$ cat src/sv/mpq_pkg.sv
// Shared types and codes for the sorted-cell min-priority queue.
`timescale 1ns / 1ps

package mpq_pkg;

    // Width of one stored key.
    localparam int KEY_W = 32;

    // Operation codes carried on the operation port.
    typedef enum logic [1:0] {
        OP_INSERT = 2'd0,
        OP_REMOVE = 2'd1,
        OP_PEEK   = 2'd2,
        OP_NOP    = 2'd3
    } op_t;

    // Status codes returned with each result.
    typedef enum logic [1:0] {
        ST_OK    = 2'd0,
        ST_EMPTY = 2'd1,
        ST_FULL  = 2'd2,
        ST_RSVD  = 2'd3
    } status_t;

    // Per-cycle command broadcast to every cell of the row.
    typedef struct packed {
        logic insert_en;
        logic remove_en;
    } mpq_ctrl_t;

endpackage

$ cat src/sv/min_priority_queue.sv
// Top level of the min-priority queue built as a row of sorted cells.
//
//   channel   direction  handshake          payload
//   command   in         start / busy       operation, value
//   result    out        done (one cycle)   result_value, status, occupancy
//
// One item is taken every cycle; busy stays low.
// The result of an item appears with done on the cycle after it is accepted.
// Every cell compares its key with the broadcast key at once, so an insert or
// remove updates the registers of the whole row together.
// Reset clears the count and the result strobe; stored keys are not cleared.
// The receiver cannot stall, so nothing holds the row back.
`timescale 1ns / 1ps

module min_priority_queue
    import mpq_pkg::*;
#(
    parameter int CAPACITY = 16
)
(
    input  logic                    clk,
    input  logic                    rst_n,
    input  logic                    start,
    output logic                    busy,
    input  logic [1:0]              operation,
    input  logic signed [KEY_W-1:0] value,
    output logic                    done,
    output logic signed [KEY_W-1:0] result_value,
    output logic [1:0]              status,
    output logic [4:0]              occupancy
);

    localparam int CNT_W = $clog2(CAPACITY + 1);

    logic [CNT_W-1:0]        count_reg;
    logic [CNT_W-1:0]        count_next;
    logic                    done_reg;
    logic signed [KEY_W-1:0] result_reg;
    logic signed [KEY_W-1:0] result_next;
    status_t                 status_reg;
    status_t                 status_next;
    logic [4:0]              occ_reg;

    logic                    accept;
    logic                    full;
    logic                    empty;
    mpq_ctrl_t               ctrl;
    logic [CAPACITY-1:0]     lt;
    logic signed [KEY_W-1:0] entry [CAPACITY];

    assign busy   = 1'b0;
    assign accept = start && !busy;
    assign full   = (count_reg == CNT_W'(CAPACITY));
    assign empty  = (count_reg == '0);

    // Decode the operation into a row command, new count and result.
    always_comb
    begin
        ctrl        = '0;
        count_next  = count_reg;
        result_next = '0;
        status_next = ST_OK;
        if (accept)
        begin
            unique case (op_t'(operation))
                OP_INSERT:
                begin
                    if (full)
                        status_next = ST_FULL;
                    else
                    begin
                        ctrl.insert_en = 1'b1;
                        count_next     = count_reg + 1'b1;
                    end
                end
                OP_REMOVE:
                begin
                    if (empty)
                        status_next = ST_EMPTY;
                    else
                    begin
                        ctrl.remove_en = 1'b1;
                        result_next    = entry[0];
                        count_next     = count_reg - 1'b1;
                    end
                end
                OP_PEEK:
                begin
                    if (empty)
                        status_next = ST_EMPTY;
                    else
                        result_next = entry[0];
                end
                OP_NOP:
                begin
                    status_next = ST_OK;
                end
                default:
                begin
                    status_next = ST_OK;
                end
            endcase
        end
    end

    // The row of cells; each neighbor link is a fixed wire.
    genvar i;
    generate
        for (i = 0; i < CAPACITY; i++)
        begin : g_cell
            logic                    left_lt_w;
            logic signed [KEY_W-1:0] left_w;
            logic signed [KEY_W-1:0] right_w;

            if (i == 0)
            begin : g_head
                assign left_lt_w = 1'b1;
                assign left_w    = value;
            end
            else
            begin : g_mid
                assign left_lt_w = lt[i-1];
                assign left_w    = entry[i-1];
            end

            if (i == CAPACITY - 1)
            begin : g_tail
                assign right_w = '0;
            end
            else
            begin : g_body
                assign right_w = entry[i+1];
            end

            mpq_cell u_cell (
                .clk         (clk),
                .ctrl        (ctrl),
                .key         (value),
                .occupied    (CNT_W'(i) < count_reg),
                .left_lt     (left_lt_w),
                .left_value  (left_w),
                .right_value (right_w),
                .lt          (lt[i]),
                .entry       (entry[i])
            );
        end
    endgenerate

    // Count and result strobe.
    always_ff @(posedge clk or negedge rst_n)
    begin
        if (!rst_n)
        begin
            count_reg <= '0;
            done_reg  <= 1'b0;
        end
        else
        begin
            count_reg <= count_next;
            done_reg  <= accept;
        end
    end

    // Result payload.
    always_ff @(posedge clk)
    begin
        if (accept)
        begin
            result_reg <= result_next;
            status_reg <= status_next;
            occ_reg    <= 5'(count_next);
        end
    end

    assign done         = done_reg;
    assign result_value = result_reg;
    assign status       = status_reg;
    assign occupancy    = occ_reg;

    // Every accepted item gives exactly one result on the next cycle.
    a_done_follows: assert property (@(posedge clk) disable iff (!rst_n)
        accept |=> done)
        else $error("accepted item produced no result");

    a_no_spurious: assert property (@(posedge clk) disable iff (!rst_n)
        !accept |=> !done)
        else $error("result without an accepted item");

    // The count never exceeds the number of cells.
    a_count_bound: assert property (@(posedge clk) disable iff (!rst_n)
        count_reg <= CNT_W'(CAPACITY))
        else $error("entry count beyond capacity");

    // An empty report leaves the queue empty.
    a_empty_occ: assert property (@(posedge clk) disable iff (!rst_n)
        done && (status_reg == ST_EMPTY) |-> (count_reg == '0))
        else $error("empty status with stored entries");

    // A successful remove lowers the count by one.
    a_remove_dec: assert property (@(posedge clk) disable iff (!rst_n)
        accept && (operation == OP_REMOVE) && !empty
        |=> count_reg == $past(count_reg) - 1'b1)
        else $error("remove did not lower the count");

endmodule

$ cat src/sv/mpq_cell.sv
// One cell of the sorted row: holds a key and trades it with its neighbors.
`timescale 1ns / 1ps

module mpq_cell
    import mpq_pkg::*;
(
    input  logic                    clk,
    input  mpq_ctrl_t               ctrl,
    input  logic signed [KEY_W-1:0] key,
    input  logic                    occupied,
    input  logic                    left_lt,
    input  logic signed [KEY_W-1:0] left_value,
    input  logic signed [KEY_W-1:0] right_value,
    output logic                    lt,
    output logic signed [KEY_W-1:0] entry
);

    logic signed [KEY_W-1:0] entry_reg;
    logic signed [KEY_W-1:0] entry_next;

    // The row is sorted, so the lt flags form a run of ones from the head.
    assign lt    = occupied && (entry_reg < key);
    assign entry = entry_reg;

    // Keep, take the new key, shift in from the left, or shift in from the right.
    always_comb
    begin
        entry_next = entry_reg;
        if (ctrl.insert_en)
        begin
            if (lt)
                entry_next = entry_reg;
            else if (left_lt)
                entry_next = key;
            else
                entry_next = left_value;
        end
        else if (ctrl.remove_en)
        begin
            entry_next = right_value;
        end
    end

    // Key storage needs no reset; keys in cells at or above the count never reach a result or an lt flag.
    always_ff @(posedge clk)
    begin
        entry_reg <= entry_next;
    end

endmodule
$ cat config.mk
export PLATFORM = sky130hd
export DESIGN_NAME = min_priority_queue
export DESIGN_NICKNAME = d
export VERILOG_FILES = /design/src/sv/mpq_pkg.sv /design/src/sv/min_priority_queue.sv /design/src/sv/mpq_cell.sv
export SDC_FILE = /design/constraint.sdc
export NUM_CORES = 2
export LEC_CHECK = 0
export BUFFER_PORTS_ARGS = -buffer_cell sky130_fd_sc_hd__buf_4
export CAP_MARGIN = 15
export CORE_AREA = 10 10 337 209
export DETAILED_ROUTE_END_ITERATION = 12
export DIE_AREA = 0 0 347 219
export GPL_TIMING_DRIVEN = 0
export PLACE_DENSITY = 0.76
export SLEW_MARGIN = 20
export SYNTH_ARGS = -nofsm -noshare
export SYNTH_HDL_FRONTEND = slang
export SYNTH_SLANG_ARGS = --single-unit
$ cat constraint.sdc
create_clock -name clk -period 9.22 [get_ports clk]
set_input_delay 1.844 -clock clk [delete_from_list [all_inputs] [get_ports clk]]
set_output_delay 1.844 -clock clk [all_outputs]
set_load 0.03 [all_outputs]
==> impl_metrics.tcl <==
set metrics [dict create \
    outcome "completed" \
    drcViolationCount 0 \
    finalInstanceArea_um2 41900 \
    n_antenna_cell 0 \
    final.setup_skew_ns 0.0321 \
    rr_worst_depth 11 \
    design.die.area_um2 76000 \
    ys_seq_area_share_pct 43.7 \
    synthArstFlopShare_pct 1.08 \
    postCtsSetupBuffers 0 \
    tns_ns 0 \
    final_common_cell "nand2_1" \
    synthSimpleGateAreaFrac_pct 15.5 \
    crit_fanout 32 \
    cellInternalPower_mw 5.29 \
    synth_area_per_cell_um2 10.2 \
    tritoncts "yes" \
    p_seq_share_pct 42.1 \
    drv_slew 0 \
    start_kind "primary input" \
    holdPathStages 2 \
    cts_buffer_depth 3 \
    fp.dieW_um 347 \
    ys_ff_latch 557 \
    synth_cells 3745 \
    grt_pass1_wl_um 182000 \
    p_comb_share_pct 28.7 \
    gr-total-overflow 0 \
    syn_to_final_growth_pct 9.66 \
    syn-num-nets 4284 \
    slew_headroom_pct 9.81 \
    rows 72 \
    switchingPower_mw 2.78 \
    clk_pin_slew_ns 0.06 \
    fp.coreArea_um2 64000 \
    root_buffer "clkbuf_16" \
    first_pass_iters 6 \
    cts_buffers 55 \
    end_kind "flop" \
    path_class "in2reg" \
    cts-resized-gates 0 \
    regToRegSetupSlack_ns 3.74 \
    p_clk_share_pct 29.2 \
    rsz0062_at_grt "false" \
    peakVddDrop_mv 0.152 \
    hold_class "reg2reg" \
    largest_reg_flops 512 \
    synth-edff-count 551 \
    grt_pass1_vias 30029 \
    grt_max_degree 42 \
    synth_top_family_by_area "adder cells" \
    preCtsSetupSlack_ns 2.55 \
    vias 32072 \
    synthMuxAreaShare_pct 5.20 \
    placedInstanceArea_um2 40100 \
    initial_core_util_pct 59.7 \
    fin_crit_sh_pct 65.7 \
    critPathRequiredTime_ns 9.41 \
    crit_arrival_ns 6.25 \
    setup_viol 0 \
    holdBufCountCts 0 \
    wl_per_cell_um 25.9 \
    synth-compound-area-share_pct 15.8 \
    antenna_found_initial 1 \
    hold_viol 0 \
    synth-main-ff-cell "edfxtp_1" \
    fmax_mhz 165 \
    synthDistinctLibCells 65 \
    nets 4423 \
    layout-drive-gt1-share_pct 7.67 \
    port_buffers 76 \
    h-tree-depth 2 \
    grt.total_usage_pct 31.4 \
    via_per_inst 6.71 \
    final_cell_mix "nand2_1, edfxtp_1, ha_1" \
    tightest_slew_ns 1.35 \
    cts.sinks 557 \
    postRouteAntennaNets 0 \
    gp_congestion 0.977 \
    hpwl_um 100000 \
    insertion_delay_ns 0.67 \
    setup_ws_ns 3.16 \
    leakagePower_nw 16.8 \
    p_sw_share_pct 34.5 \
    synth_fa_ha_area_share_pct 16.4 \
    drt_iter0_drc 4331 \
    wl_um 124000 \
    drv_cap 0 \
    fp.dieH_um 219 \
    period_needed_ns 6.06 \
    synth_xor_xnor_area_share_pct 0 \
    syn_area_um2 38200 \
    power-per-cell-area_nw_per_um2 193 \
    pin_count 78 \
    ys.warnings.count 0 \
]
==> power groups by stage <==
stage	Clock [mW]	Combinational, mW	Sequential (mW)
floorplan	0	1.52	3.43
global placement	0	2.15	3.44
detailed placement	0	2.24	3.44
CTS	2.35	2.26	3.39
global route	2.44	2.52	3.43
finish	2.36	2.32	3.40
==> logic make-up after synthesis <==
kind of cell	count (synthesis)
other cells	1
mux	198
fa+ha+maj	502
buf+inv	293
flops	557
simple gates	1305
compound gates	889
==> worst paths after layout <==
path                                        startpoint                           to
setup / recovery                             value[31]    g_cell[0].u_cell.entry[6]
hold / removal             g_cell[15].u_cell.entry[22]  g_cell[14].u_cell.entry[22]
setup reg to reg                          count_reg[0]    g_cell[3].u_cell.entry[6]
hold reg to reg            g_cell[15].u_cell.entry[22]  g_cell[14].u_cell.entry[22]
max in group asynchronous                        rst_n                 count_reg[4]
min in group asynchronous                        rst_n                 count_reg[3]
==> final cells by class <==
type / count / area [um2]
clock inverter: 24 / 273
multi-input combinational: 2895 / 20300
buffer: 240 / 1100
tap: 851 / 1060
clock buffer: 75 / 1520
fill: 5128 / 22100
inverter: 53 / 199
sequential: 557 / 16700
timing repair buffer: 82 / 728
==> worst max-delay path: stages <==
cell	delay, ns
buf_4	0.17
inv_1	0.76
ha_1	0.33
nand4_1	0.17
nor4_1	0.73
o211ai_1	0.21
a31oi_1	0.48
nor3_1	0.09
or3b_1	0.45
buf_2	0.25
buf_6	0.18
nand2_1	0.08
nand2_2	0.45
==> layer usage <==
metal,up-vias,part of all wire (%),GRT usage (%)
met2,2061,39,43.4
met5,-,0,0
met1,15268,44,48.0
met3,178,15,8.37
met4,0,2.2,7.61
li1,14565,-,-
==> synth_stat cells, types with 21 or more instances <==
library cell / number / share of area (%)
nand2_1: 706 / 6.9
edfxtp_1: 551 / 43
ha_1: 502 / 16
nand3_1: 329 / 4.3
o211ai_1: 242 / 4.8
mux2i_1: 196 / 5.1
a21oi_1: 166 / 2.2
o21ai_1: 163 / 2.1
clkbuf_1: 151 / 1.5
o21ai_0: 89 / 1.2
nand4_1: 64 / 1.0
o211ai_2: 64 / 2.1
a21o_1: 60 / 1.2
nor2_1: 59 / 0.58
inv_1: 53 / 0.52
buf_1: 35 / 0.34
and2_1: 33 / 0.54
buf_2: 28 / 0.37
nor3_1: 25 / 0.33
a211oi_1: 21 / 0.41
==> stage by stage <==
stage               power, mW  util, %  hold slack, ns  instances
floorplan                4.95        -           0.531       3745
detailed placement       5.68     62.7           0.578       4678
global route             8.38     65.5           0.627       4777
global placement         5.60     62.3           0.572       4672
CTS                      8.00     65.5           0.598       4777
finish                   8.08     65.5           0.597       4777
No activity file was read; power rests on OpenSTA's default activity.
